--- src/design/bpc_pkg.sv ---
package bpc_pkg;

  // Timer and limit widths
  localparam int unsigned TIMER_WIDTH_DEF = 16;
  localparam int unsigned LIMIT_WIDTH     = 16;

  // Register reset values
  localparam logic [LIMIT_WIDTH-1:0] DEBOUNCE_RESET = 16'd10;
  localparam logic [LIMIT_WIDTH-1:0] SHORT_RESET    = 16'd100;
  localparam logic [LIMIT_WIDTH-1:0] LONG_RESET     = 16'd300;

  // APB register map
  localparam int unsigned PADDR_WIDTH = 4;
  localparam int unsigned PDATA_WIDTH = 32;

  typedef enum logic [1:0] {
    REG_DEBOUNCE = 2'd0,
    REG_SHORT    = 2'd1,
    REG_LONG     = 2'd2
  } reg_idx_e;

  typedef enum logic [1:0] {
    CMD_TICK  = 2'd0,
    CMD_TAKE  = 2'd1,
    CMD_CLEAR = 2'd2
  } cmd_e;

  typedef enum logic [2:0] {
    PH_IDLE     = 3'd0,
    PH_DEBOUNCE = 3'd1,
    PH_SHORT    = 3'd2,
    PH_LONG     = 3'd3,
    PH_WAIT     = 3'd4
  } phase_e;

  typedef enum logic [1:0] {
    KIND_NONE  = 2'd0,
    KIND_SHORT = 2'd1,
    KIND_LONG  = 2'd2
  } kind_e;

  typedef struct packed {
    logic [1:0] command;
    logic       pin_level;
  } in_word_t;

  typedef struct packed {
    logic       event_ready;
    logic [1:0] press_kind;
    logic [2:0] current_phase;
  } out_word_t;

  typedef struct packed {
    logic [LIMIT_WIDTH-1:0] debounce_ticks;
    logic [LIMIT_WIDTH-1:0] short_ticks;
    logic [LIMIT_WIDTH-1:0] long_ticks;
  } cfg_t;

endpackage

--- src/design/bpc_cfg_regs.sv ---
module bpc_cfg_regs (
  input  logic                                clk_i,
  input  logic                                rst_ni,
  input  logic                                psel,
  input  logic                                penable,
  input  logic                                pwrite,
  input  logic [bpc_pkg::PADDR_WIDTH-1:0]     paddr,
  input  logic [bpc_pkg::PDATA_WIDTH-1:0]     pwdata,
  output logic [bpc_pkg::PDATA_WIDTH-1:0]     prdata,
  output logic                                pready,
  output bpc_pkg::cfg_t                       cfg_o
);

  bpc_pkg::cfg_t cfg_q, cfg_d;
  logic [1:0]    reg_idx;
  logic          wr_en;

  assign pready  = 1'b1;
  assign reg_idx = paddr[3:2];
  assign wr_en   = psel && penable && pwrite;

  always_comb begin
    cfg_d = cfg_q;
    if (wr_en) begin
      unique case (reg_idx)
        bpc_pkg::REG_DEBOUNCE: cfg_d.debounce_ticks = pwdata[bpc_pkg::LIMIT_WIDTH-1:0];
        bpc_pkg::REG_SHORT:    cfg_d.short_ticks    = pwdata[bpc_pkg::LIMIT_WIDTH-1:0];
        bpc_pkg::REG_LONG:     cfg_d.long_ticks     = pwdata[bpc_pkg::LIMIT_WIDTH-1:0];
        default: ;  // drop writes beyond the map
      endcase
    end
  end

  always_comb begin
    prdata = '0;
    unique case (reg_idx)
      bpc_pkg::REG_DEBOUNCE: prdata = bpc_pkg::PDATA_WIDTH'(cfg_q.debounce_ticks);
      bpc_pkg::REG_SHORT:    prdata = bpc_pkg::PDATA_WIDTH'(cfg_q.short_ticks);
      bpc_pkg::REG_LONG:     prdata = bpc_pkg::PDATA_WIDTH'(cfg_q.long_ticks);
      default:               prdata = '0;
    endcase
  end

  always_ff @(posedge clk_i or negedge rst_ni) begin
    if (!rst_ni) begin
      cfg_q.debounce_ticks <= bpc_pkg::DEBOUNCE_RESET;
      cfg_q.short_ticks    <= bpc_pkg::SHORT_RESET;
      cfg_q.long_ticks     <= bpc_pkg::LONG_RESET;
    end else begin
      cfg_q <= cfg_d;
    end
  end

  assign cfg_o = cfg_q;

endmodule

--- src/design/bpc_core.sv ---
module bpc_core #(
  parameter int unsigned TIMER_WIDTH = bpc_pkg::TIMER_WIDTH_DEF
) (
  input  logic                 clk_i,
  input  logic                 rst_ni,
  input  logic                 step_i,
  input  bpc_pkg::in_word_t    word_i,
  input  bpc_pkg::cfg_t        cfg_i,
  output bpc_pkg::out_word_t   word_o
);

  localparam int unsigned CmpWidth =
    (TIMER_WIDTH > bpc_pkg::LIMIT_WIDTH) ? TIMER_WIDTH : bpc_pkg::LIMIT_WIDTH;

  bpc_pkg::phase_e                  phase_q, phase_d;
  bpc_pkg::kind_e                   pending_q, pending_d;
  logic [TIMER_WIDTH-1:0]           tick_q, tick_d, tick_inc;
  logic [bpc_pkg::LIMIT_WIDTH-1:0]  limit_q, limit_d;
  logic                             at_limit;
  logic                             released;
  logic                             ready;
  bpc_pkg::kind_e                   kind;

  assign released = word_i.pin_level;
  // Saturate the timer at all ones
  assign tick_inc = (tick_q == {TIMER_WIDTH{1'b1}}) ? tick_q : tick_q + TIMER_WIDTH'(1);
  assign at_limit = CmpWidth'(tick_inc) >= CmpWidth'(limit_q);

  always_comb begin
    phase_d   = phase_q;
    pending_d = pending_q;
    tick_d    = tick_q;
    limit_d   = limit_q;
    ready     = 1'b0;
    kind      = bpc_pkg::KIND_NONE;
    unique case (word_i.command)
      bpc_pkg::CMD_TICK: begin
        tick_d = tick_inc;
        unique case (phase_q)
          bpc_pkg::PH_IDLE: begin
            if (!released) begin
              phase_d = bpc_pkg::PH_DEBOUNCE;
              tick_d  = '0;
              limit_d = cfg_i.debounce_ticks;
            end
          end
          bpc_pkg::PH_DEBOUNCE: begin
            if (at_limit) begin
              if (!released) begin
                phase_d = bpc_pkg::PH_SHORT;
                tick_d  = '0;
                limit_d = cfg_i.short_ticks;
              end else begin
                phase_d = bpc_pkg::PH_IDLE;
              end
            end
          end
          bpc_pkg::PH_SHORT: begin
            if (released) begin
              phase_d   = bpc_pkg::PH_IDLE;
              pending_d = bpc_pkg::KIND_SHORT;
            end else if (at_limit) begin
              phase_d = bpc_pkg::PH_LONG;
              tick_d  = '0;
              limit_d = cfg_i.long_ticks;
            end
          end
          bpc_pkg::PH_LONG: begin
            if (released) begin
              phase_d   = bpc_pkg::PH_IDLE;
              pending_d = bpc_pkg::KIND_SHORT;
            end else if (at_limit) begin
              phase_d   = bpc_pkg::PH_WAIT;
              pending_d = bpc_pkg::KIND_LONG;
            end
          end
          default: begin
            // wait-for-release, and unused codes behave the same
            phase_d = released ? bpc_pkg::PH_IDLE : bpc_pkg::PH_WAIT;
          end
        endcase
      end
      bpc_pkg::CMD_TAKE: begin
        if (pending_q != bpc_pkg::KIND_NONE) begin
          ready     = 1'b1;
          kind      = pending_q;
          pending_d = bpc_pkg::KIND_NONE;
        end
      end
      bpc_pkg::CMD_CLEAR: begin
        phase_d = bpc_pkg::PH_WAIT;
        tick_d  = '0;
      end
      default: ;  // ignore the unused command
    endcase
  end

  assign word_o.event_ready   = ready;
  assign word_o.press_kind    = kind;
  assign word_o.current_phase = phase_d;

  always_ff @(posedge clk_i or negedge rst_ni) begin
    if (!rst_ni) begin
      phase_q   <= bpc_pkg::PH_WAIT;
      pending_q <= bpc_pkg::KIND_NONE;
      tick_q    <= '0;
      limit_q   <= '0;
    end else if (step_i) begin
      phase_q   <= phase_d;
      pending_q <= pending_d;
      tick_q    <= tick_d;
      limit_q   <= limit_d;
    end
  end

endmodule

--- src/design/button_press_classifier.sv ---
// Path: an accepted word waits in the input register; its result then lands in the
//   result register and shows at out_valid_o. Throughput: one word per cycle while
//   out_stall_i is low, set by the phase update between these registers.
// Reset (rst_ni low, asynchronous): both pipeline registers empty, phase
//   wait-for-release, timer and limit zero, no pending event, limits 10/100/300.
module button_press_classifier #(
  parameter int unsigned TIMER_WIDTH = bpc_pkg::TIMER_WIDTH_DEF
) (
  input  logic                             clk_i,
  input  logic                             rst_ni,
  // input channel
  input  logic                             in_valid_i,
  output logic                             in_stall_o,
  input  bpc_pkg::in_word_t                in_word_i,
  // result channel
  output logic                             out_valid_o,
  input  logic                             out_stall_i,
  output bpc_pkg::out_word_t               out_word_o,
  // configuration port
  input  logic                             psel,
  input  logic                             penable,
  input  logic                             pwrite,
  input  logic [bpc_pkg::PADDR_WIDTH-1:0]  paddr,
  input  logic [bpc_pkg::PDATA_WIDTH-1:0]  pwdata,
  output logic [bpc_pkg::PDATA_WIDTH-1:0]  prdata,
  output logic                             pready
);

  // Input register stage
  logic               in_valid_q, in_valid_d;
  bpc_pkg::in_word_t  in_word_q;
  // Result register stage
  logic               out_valid_q, out_valid_d;
  bpc_pkg::out_word_t out_word_q;

  bpc_pkg::cfg_t      cfg;
  bpc_pkg::out_word_t result;
  logic               advance;
  logic               load_in;

  bpc_cfg_regs u_cfg (
    .clk_i   (clk_i),
    .rst_ni  (rst_ni),
    .psel    (psel),
    .penable (penable),
    .pwrite  (pwrite),
    .paddr   (paddr),
    .pwdata  (pwdata),
    .prdata  (prdata),
    .pready  (pready),
    .cfg_o   (cfg)
  );

  // Advance the held word into the result register when the result slot is
  // free or being drained this cycle; the phase state updates on the same edge.
  assign advance = in_valid_q && (!out_valid_q || !out_stall_i);

  // Take a new word whenever the input register is empty or moving on.
  assign in_stall_o = in_valid_q && !advance;
  assign load_in    = in_valid_i && !in_stall_o;

  bpc_core #(
    .TIMER_WIDTH (TIMER_WIDTH)
  ) u_core (
    .clk_i  (clk_i),
    .rst_ni (rst_ni),
    .step_i (advance),
    .word_i (in_word_q),
    .cfg_i  (cfg),
    .word_o (result)
  );

  always_comb begin
    in_valid_d = in_valid_q;
    if (advance) begin
      in_valid_d = 1'b0;
    end
    if (load_in) begin
      in_valid_d = 1'b1;
    end
    out_valid_d = out_valid_q;
    if (out_valid_q && !out_stall_i) begin
      out_valid_d = 1'b0;
    end
    if (advance) begin
      out_valid_d = 1'b1;
    end
  end

  always_ff @(posedge clk_i or negedge rst_ni) begin
    if (!rst_ni) begin
      in_valid_q  <= 1'b0;
      out_valid_q <= 1'b0;
    end else begin
      in_valid_q  <= in_valid_d;
      out_valid_q <= out_valid_d;
    end
  end

  // Payload registers: hold unless a new word lands
  always_ff @(posedge clk_i) begin
    if (load_in) begin
      in_word_q <= in_word_i;
    end
    if (advance) begin
      out_word_q <= result;
    end
  end

  assign out_valid_o = out_valid_q;
  assign out_word_o  = out_word_q;

endmodule
--- config.mk ---
export PLATFORM = sky130hd
export DESIGN_NAME = button_press_classifier
export DESIGN_NICKNAME = d
export VERILOG_FILES = /design/src/design/bpc_pkg.sv /design/src/design/bpc_cfg_regs.sv /design/src/design/bpc_core.sv /design/src/design/button_press_classifier.sv
export SDC_FILE = /design/constraint.sdc
export NUM_CORES = 1
export LEC_CHECK = 0
export BUFFER_PORTS_ARGS = -buffer_cell sky130_fd_sc_hd__buf_2
export CORE_MARGIN = 2
export CORE_UTILIZATION = 40
export CTS_BUF_LIST = sky130_fd_sc_hd__clkbuf_16
export DETAILED_ROUTE_END_ITERATION = 10
export PLACE_DENSITY = 0.58
export SYNTH_ARGS = -nofsm -noshare
export SYNTH_HDL_FRONTEND = slang
export SYNTH_HIERARCHICAL = 1
export SYNTH_SLANG_ARGS = --single-unit
--- constraint.sdc ---
create_clock -name clk_i -period 3.8 [get_ports clk_i]
set_clock_uncertainty 0.2 [all_clocks]
set_input_delay 0.76 -clock clk_i [delete_from_list [all_inputs] [get_ports clk_i]]
set_output_delay 0.76 -clock clk_i [all_outputs]
set_load 0.02 [all_outputs]
### Yosys cells after proc, flatten, opt, wreduce, memory -nomap -nowiden

Cells that the tools add are included.

| storage, ports and cells | value |
|---|---|
| flip-flop bits (word level) | 96 |

| cells by class | value |
|---|---|
| add/subtract/negate cells | 1 |
| $lt $le $gt $ge | 1 |
| eq/ne operators | 17 |
| muxes and demuxes | 35 |
| reduce and logical (&&, ||, !) cells | 27 |

Operators with widths:

| cell | number |
|---|---|
| $mux 16 | 10 |
| $pmux 16 s3 | 3 |
| $pmux 16 s2 | 1 |
| $mux 3 | 7 |
| $add 16x1->16 const B | 1 |
| $eq 16x16->1 const B | 1 |
| $ge 16x16->1 | 1 |
| $pmux 3 s4 | 1 |
| $mux 2 | 5 |
| $reduce_and 2->1 | 5 |
| $reduce_bool 2->1 | 5 |
| $pmux 2 s2 | 2 |
| $reduce_and 8->1 | 1 |
| $eq 3x2->1 const B | 2 |
| $logic_and 1x1->1 | 6 |
| $ne 2x1->1 const B | 3 |
| $ne 2x2->1 const B | 3 |
| $pmux 3 s2 | 1 |
| $reduce_and 6->1 | 1 |
| $mux 1 | 5 |
| $eq 2x1->1 const B | 2 |
| $eq 2x2->1 const B | 2 |
| $logic_not 1->1 | 4 |
| $logic_not 2->1 | 2 |
| other kinds (7) | 7 |

### Depth between registers and ports, before layout

Gate-level depths: netlist of the first run.

| logic depth | value |
|---|---|
| word-level depth | 8 |
| mapped depth | 14 |
| mapped depth without buffers | 12 |

### By module

The synthesis of the first run kept the hierarchy.

By module, submodules not included:

| module | instances | cells each | area each (um2) |
|---|---|---|---|
| bpc_core | 1 | 380 | 3,071.7 |
| bpc_cfg_regs | 1 | 178 | 2,343.5 |
| button_press_classifier | 1 | 17 | 362.8 |

### Worst setup path after synthesis of the first run

No wires, ideal clock.

| timing | value |
|---|---|
| path kind | flip-flop to flip-flop |
| from | register u_core.tick_q[6] |
| to | register u_core.pending_q[0] |
| library setup time | 0.128 ns |
| data arrival time | 3.350 ns |
| setup slack | 0.122 ns |
| stages on the path, launching flop included | 14 |
| period minus slack after synthesis | 3.678 ns |
| cells stage by stage | dfrtp_1 -> nand4_1 -> nor3_2 -> nand3_1 -> clkbuf_1 -> mux2_2 -> ha_1 -> nor2b_1 -> o211a_1 -> o311a_4 -> or3_1 -> buf_6 -> a2bb2oi_4 -> mux2_1 |

| between the ends | value |
|---|---|
| longest elaborated chain between the ends | 5 |

RTL lines:

| element | line | text |
|---|---|---|
| from (decl) | bpc_core.sv:17 | `logic [TIMER_WIDTH-1:0] tick_q, tick_d, tick_inc;` |
| from (signal assigned) | bpc_core.sv:111 | `tick_q <= tick_d;` |
| $add 16x1->16 / $eq 16x16->1 (equally long branches) | bpc_core.sv:26 | `assign tick_inc = (tick_q == {TIMER_WIDTH{1'b1}}) ? tick_q : tick_q + TIMER_WIDTH'(1);` |
| $mux 16 * | bpc_core.sv:26 |  |
| $ge 16x16->1 * | bpc_core.sv:27 | `assign at_limit = CmpWidth'(tick_inc) >= CmpWidth'(limit_q);` |
| $ne 4x3->1 (no source line) * | n/a |  |
| $reduce_and 6->1 (no source line) * | n/a |  |
| to (signal assigned) | bpc_core.sv:105 | `pending_q <= bpc_pkg::KIND_NONE;` |
| to (signal assigned) | bpc_core.sv:110 | `pending_q <= pending_d;` |
| to (decl) | bpc_core.sv:16 | `bpc_pkg::kind_e pending_q, pending_d;` |

Mark *: on every way between the ends. The rest lies on a longest branch, timed or not.
A chain may end at the register's enable or synchronous reset.

### Worst setup path in the final report of the first run

| timing | value |
|---|---|
| from | register u_core.tick_q[15] |
| to | register u_core.pending_q[0] |

Same word-level chain as after synthesis.

==> impl_results.md, run 1 <==
* Drt total wl at 13550 um
* Post-synth EDFFs at 9
* CP Data Arrival Time at 3.68 ns
* Primary FF master, synth: dfrtp_1
* Comb pwr share at 0.300
* Tot GR Track Use at 0.1887
* YS warnings at 6
* Final Hold Viols at 0
* Layout cells sized above 1 at 0.2630
* Post-synthesis average cell area at about 10 um2
* Cts hold-fix bufs at 0
* Max Slew Vio Count at 0
* Post-route DRC at 0
* Required @ worst endpoint at 3.83 ns
* Clk pwr share at 0.285
* Design Power at 3.491 mW
* Crit path cell chain: nand3_1 -> nor3_2 -> nand3_1 -> mux2_2 -> ha_1 -> nor2b_1 -> o211a_1 -> o311a_4 -> or3_4 -> a2bb2oi_4 -> mux2_1
* Status: complete, no violations
* Setup Buffers After CTS at 0
* DRT iter0 DRCs at 163
* Die X-Extent at between 100 and 150 um
* Ports at 87
* HP Class: reg2reg
* Synthesis-to-layout area growth at 13.97%
* Critical Path Most Common Cell: nand3_1
* Fmax at 274.1 MHz
* Slowest stage delay, CP at 0.44 ns
* WHS Path Cells at 2
* Number of port buffers at between 50 and 60
* Most frequent cells in the layout: dfrtp_1, nand2_1, o21ai_0
* Final period utilization at 0.9601
* Nets at approximately 700
* Reg clk slew, reported paths at ~0.07 ns
* H-tree depth at 3
* Vias in the first global route at between 4k and 5k
* Post-CTS sizing at 0
* Power Density at about 530 nW/um2
* Psw at ~1.2 mW
* Starting Density at 0.4131
* Clk sink count at 96
* Asr flop ratio synth at 0.9063
* Crit Path Category: reg2reg
* Max cap viols at 0
* Initial antenna violation count at 0
* Drt first pass iters at 4
* Die Span Y at around 120 um
* Wire per inst at roughly 17 um
* DP HPWL at just over 9000 um
* Sw Share at 0.3301
* Synth Instances at 575
* Post-Syn Area at about 5800 um2
* Core area at about 14000 um2
* TritonCTS clock tree: done
* Final Critical Period at approximately 3.6 ns
* Post-synthesis register bit count at 96
* Via-per-instance ratio at around 5.4
* RSZ-0062 raised after global routing: false
* Setup-failing EPs final at 0
* Row count at 43
* CP max stage cell: or3_4
* Worst-path maximum fanout at 6
* Largest net degree at the start of global routing at a little under 90
* CP Launch Type: register
* DR vias at ~4.4k
* Insertion delay of the later-clocked pin in the worst-skew pair at around 0.35 ns
* Die area at between 15000 and 20000 um2
* CP endpoint kind: register
* First-pass GRT wire length at between 20000 and 25000 um
* Flop pwr share at 0.415
* CTS Root Cell: clkbuf_16
* Max Buffers Root-to-Sink at 2
* Worst slew pin tran at 1.126 ns
* GP Congestion at just over 0.8
* Register area share after synthesis at 0.4257
* Commonest non-fill, non-tap cell in the layout: dfrtp_1
* Ant diodes at 0
* CTS Buf Count at 9
* Setup TNS at 0 ns
* Unique cell type count in the Yosys netlist at 63
* R2R cell count at 11
* Cell internal pwr at ~2.3 mW
* Total grt overflow at 0
* Fill count at 1337
* Relative slew slack at 0.2492
* Antenna viol nets, final at 0
* Leak at slightly above 3 nW
* Max IR drop VDD at ~0.00026 V
-- path summary, 6_finish.rpt --
path | startpoint | to | slack (ns)
worst min-delay path | u_core/limit_q[5] | u_core/limit_q[5] | 0.29
worst max-delay path | u_core/tick_q[15] | u_core/pending_q[0] | 0.15
worst max register to register | u_core/tick_q[15] | u_core/pending_q[0] | 0.15
worst min register to register | u_core/limit_q[5] | u_core/limit_q[5] | 0.29
min in group asynchronous | rst_ni | u_core/tick_q[15] | 0.42
max in group asynchronous | rst_ni | u_cfg/cfg_o[6] | 2.25
-- logic make-up (layout without fill, tap and decap cells) --
group                      Yosys count  in the layout  share of synthesized area
AOI/OAI and AO/OA                  155            155                     0.1830
xor gates and xnor gates            12             12                    0.01819
adders and majority gates           17             17                    0.03681
buffers and inverters               72            117                    0.06734
DFF                                 96             96                     0.4257
muxes                               67             67                     0.1336
other                                2             17                   0.001300
and+or+nand+nor                    154            154                     0.1340
-- synth_stat cells (all sizes together), types with 7 or more instances --
library cell	n	area, um2
nor2	21	78.83
clkbuf	19	71.32
inv	21	78.83
nor2b	8	50.05
nor3	11	65.06
a22o	24	210.2
a21o	7	53.80
a22oi	16	120.1
xor2	7	61.31
buf	32	239.0
dfrtp	77	1927
ha	17	212.7
nand3	11	60.06
edfxtp	9	270.3
mux2i	16	160.2
dfstp	10	262.8
nand2	66	247.7
o21ai	57	285.3
a21oi	27	135.1
mux2	51	611.8
-- metal layers --
| metal | vias to the layer above | track usage | wire, um |
|---|---|---|---|
| met1 | 2160 | 0.2567 | 6366 |
| met5 | - | 0 | 0 |
| met2 | 97 | 0.3064 | 6518 |
| met4 | 0 | 0.05618 | 165 |
| li1 | 2148 | - | - |
| met3 | 12 | 0.03526 | 499 |
-- per-stage QoR --
stage / hold slack (ns) / util / instances / setup slack (ns) / cell area (um2)
after floorplan: 0.2498 / - / 590 / 0.1221 / 5834
after global placement: 0.2688 / 0.4459 / 799 / 0.1489 / 6237
after detailed placement: 0.2773 / 0.4459 / 799 / 0.09001 / 6237
after CTS: 0.2916 / 0.4691 / 815 / 0.05149 / 6563
after global routing: 0.3137 / 0.4708 / 815 / 0.007282 / 6585
final: 0.2866 / 0.4708 / 815 / 0.1517 / 6585
-- flip-flops by register name (all words and copies together) (netlist names) --
signal,cells
in_word_q,3
out_word_o,6
out_valid_o,1
in_valid_q,1
u_cfg/cfg_o,48
u_core/phase_q,3
u_core/pending_q,2
u_core/limit_q,16
u_core/tick_q,16
-- critical path, delay by kind of cell, from the launching register on --
| kind | cells | cell delay (ns) |
|---|---|---|
| AO/OA/AOI/OAI | 3 | 0.76 |
| adder cells (fa/ha/maj) | 1 | 0.29 |
| flip-flops | 1 | 0.42 |
| multiplexers | 2 | 0.69 |
| AND/OR/NAND/NOR | 5 | 1.15 |
-- power groups by stage --
stage / Combinational [mW] / Clock [mW] / Sequential [mW]
floorplan: 0.798 / 0 / 1.41
global route: 1.17 / 1.05 / 1.49
CTS: 1.04 / 1.02 / 1.45
global placement: 1.01 / 0 / 1.45
finish: 1.05 / 0.995 / 1.45
detailed placement: 1.04 / 0 / 1.47
-- area by class of cell --
type	instances	area, um2	area share
multi-input cells	422	3008	0.4568
flip-flops and latches	96	2460	0.3736
repair buffers	80	488.0	0.07410
clock buffers	10	250.2	0.03800
well taps	180	225.2	0.03420
inverters	21	78.83	0.01197
clock inverters	6	75.07	0.01140
Note: power is estimated with default switching activity, not from simulation.
==> run 2, diff against run 1 <==
Settings changed: CAP_MARGIN set to 5, HOLD_SLACK_MARGIN set to 0.02, PLACE_DENSITY 0.58 to 0.55.
Clock period 3.8 ns to 4.52 ns, I/O delays scaled along.
==> impl_results.md, run 2 (synthesized netlist as in run 1, its figures left out) <==
* Comb pwr share at 0.291
* Placed Instance Area at between 6000 and 7000 um2
* Met3 wire len at 511 um
* Met1 WL at around 6300 um
* Drt total wl at 13580 um
* Max reg flops at 48
* Die Span Y at 124.2 um
* Initial antenna violation count at 0
* DR vias at 4310
* H-tree depth at 3
* Max Buffers Root-to-Sink at 2
* Clk sink count at 96
* Ports at 87
* Max cap viols at 0
* Starting Density at 0.4131
* Fmax at ~250 MHz
* CP Data Arrival Time at 3.94 ns
* Tot GR Track Use at 0.1902
* Relative slew slack at 0.3034
* Clk pwr share at 0.292
* DP HPWL at 9130 um
* Via-per-instance ratio at around 5.4
* Psw at roughly 980 uW
* Final Hold Viols at 0
* Commonest non-fill, non-tap cell in the layout: dfrtp_1
* Wire per inst at between 15 and 20 um
* Worst-path maximum fanout at 8
* Cell internal pwr at a little under 2 mW
* Flop pwr share at 0.417
* Leak at ~3 nW
* Nets at roughly 680
* CP endpoint kind: register
* CTS Root Cell: clkbuf_16
* Ant diodes at 0
* Setup TNS at 0 ns
* Setup-failing EPs final at 0
* GP Congestion at about 0.81
* Top routing layer in use: met4
* Core area at approximately 14000 um2
* Largest net degree at the start of global routing at 65
* CP Launch Type: register
* Cts hold-fix bufs at 0
* Power Density at roughly 460 nW/um2
* Met2 wire length at around 6600 um
* Setup Buffers After CTS at 0
* CTS Buf Count at 9
* Worst slew pin tran at roughly 1.0 ns
* Reg clk slew, reported paths at about 0.060 ns
* Max Slew Vio Count at 0
* Antenna viol nets, final at 0
* Vias in the first global route at 4326
* Crit Path Category: reg2reg
* Required @ worst endpoint at ~4.4 ns
* TritonCTS clock tree: done
* Die X-Extent at approximately 120 um
* Max IR drop VDD at approximately 0.00028 V
* Total grt overflow at 0
* Post-CTS sizing at 0
* Final Critical Period at 4.054 ns
* HP Class: reg2reg
* Insertion delay of the later-clocked pin in the worst-skew pair at roughly 0.36 ns
* Final period utilization at 0.8968
* DRT iter0 DRCs at between 200 and 300
* Status: complete, no violations
* RSZ-0062 raised after global routing: false
* Final instance area at about 6500 um2
* Number of port buffers at a little over 50
* Drt first pass iters at 5
* Layout cells sized above 1 at 0.2423
* Post-route DRC at 0
* Row count at 43
* Die area at ~15000 um2
* Most frequent cells in the layout: dfrtp_1, nand2_1, o21ai_0
* Synthesis-to-layout area growth at 11.76%
* First-pass GRT wire length at around 22000 um
* Sw Share at 0.3345
## run 2: cell type report
class / instances / area [um2]
fillers: 1342 / 7531
multi-input cells: 422 / 2998
inverters: 21 / 78.83
repair buffers: 64 / 355.3
flip-flops and latches: 96 / 2460
clock buffers: 10 / 250.2
well taps: 180 / 225.2
clock inverters: 6 / 90.09
## run 2: worst paths after layout
path / startpoint / end / cells after the start / slack [ns]
max in group asynchronous: rst_ni / u_cfg/cfg_o[2] / 2 / 2.76
hold reg to reg: u_core/limit_q[10] / u_core/limit_q[10] / 2 / 0.28
setup reg to reg: u_core/tick_q[6] / out_word_o[2] / 12 / 0.47
hold / removal: u_core/limit_q[10] / u_core/limit_q[10] / 2 / 0.28
min in group asynchronous: rst_ni / u_core/tick_q[4] / 1 / 0.45
setup / recovery: u_core/tick_q[6] / out_word_o[2] / 12 / 0.47
## run 2: power by group through the flow
stage / Clock, mW / Sequential, mW / Combinational, mW
floorplan: 0 / 1.19 / 0.671
global placement: 0 / 1.23 / 0.820
detailed placement: 0 / 1.24 / 0.854
CTS: 0.881 / 1.23 / 0.858
global route: 0.919 / 1.26 / 0.960
finish: 0.860 / 1.23 / 0.856
## run 2: metal layers
layer  vias to the layer above  GRT usage
met2                        81     0.3111
li1                       2119          -
met4                         0    0.06039
met5                         -          0
met3                        14    0.03617
met1                      2096     0.2547
## run 2: per-stage QoR
step	std cells	util	setup slack (ns)	hold slack [ns]	power [mW]
after floorplan	590	-	0.8421	0.2498	1.859
after global placement	783	0.4373	0.5684	0.2681	2.053
after detailed placement	783	0.4373	0.4812	0.2758	2.098
after CTS	799	0.4616	0.4607	0.2906	2.967
after global routing	799	0.4616	0.2017	0.3002	3.136
final	799	0.4616	0.4665	0.2843	2.945
## run 2: critical path, stage by stage (launching register included)
cell and delay, ns:
dfrtp_1 0.46, nand4_1 0.19, nor3_2 0.30, nand3_1 0.17
buf_4 0.20, mux2_2 0.29, ha_1 0.29, nor2b_1 0.14
o211a_1 0.21, o311a_4 0.40, or3_1 0.52, a21boi_0 0.31
a221oi_1 0.09
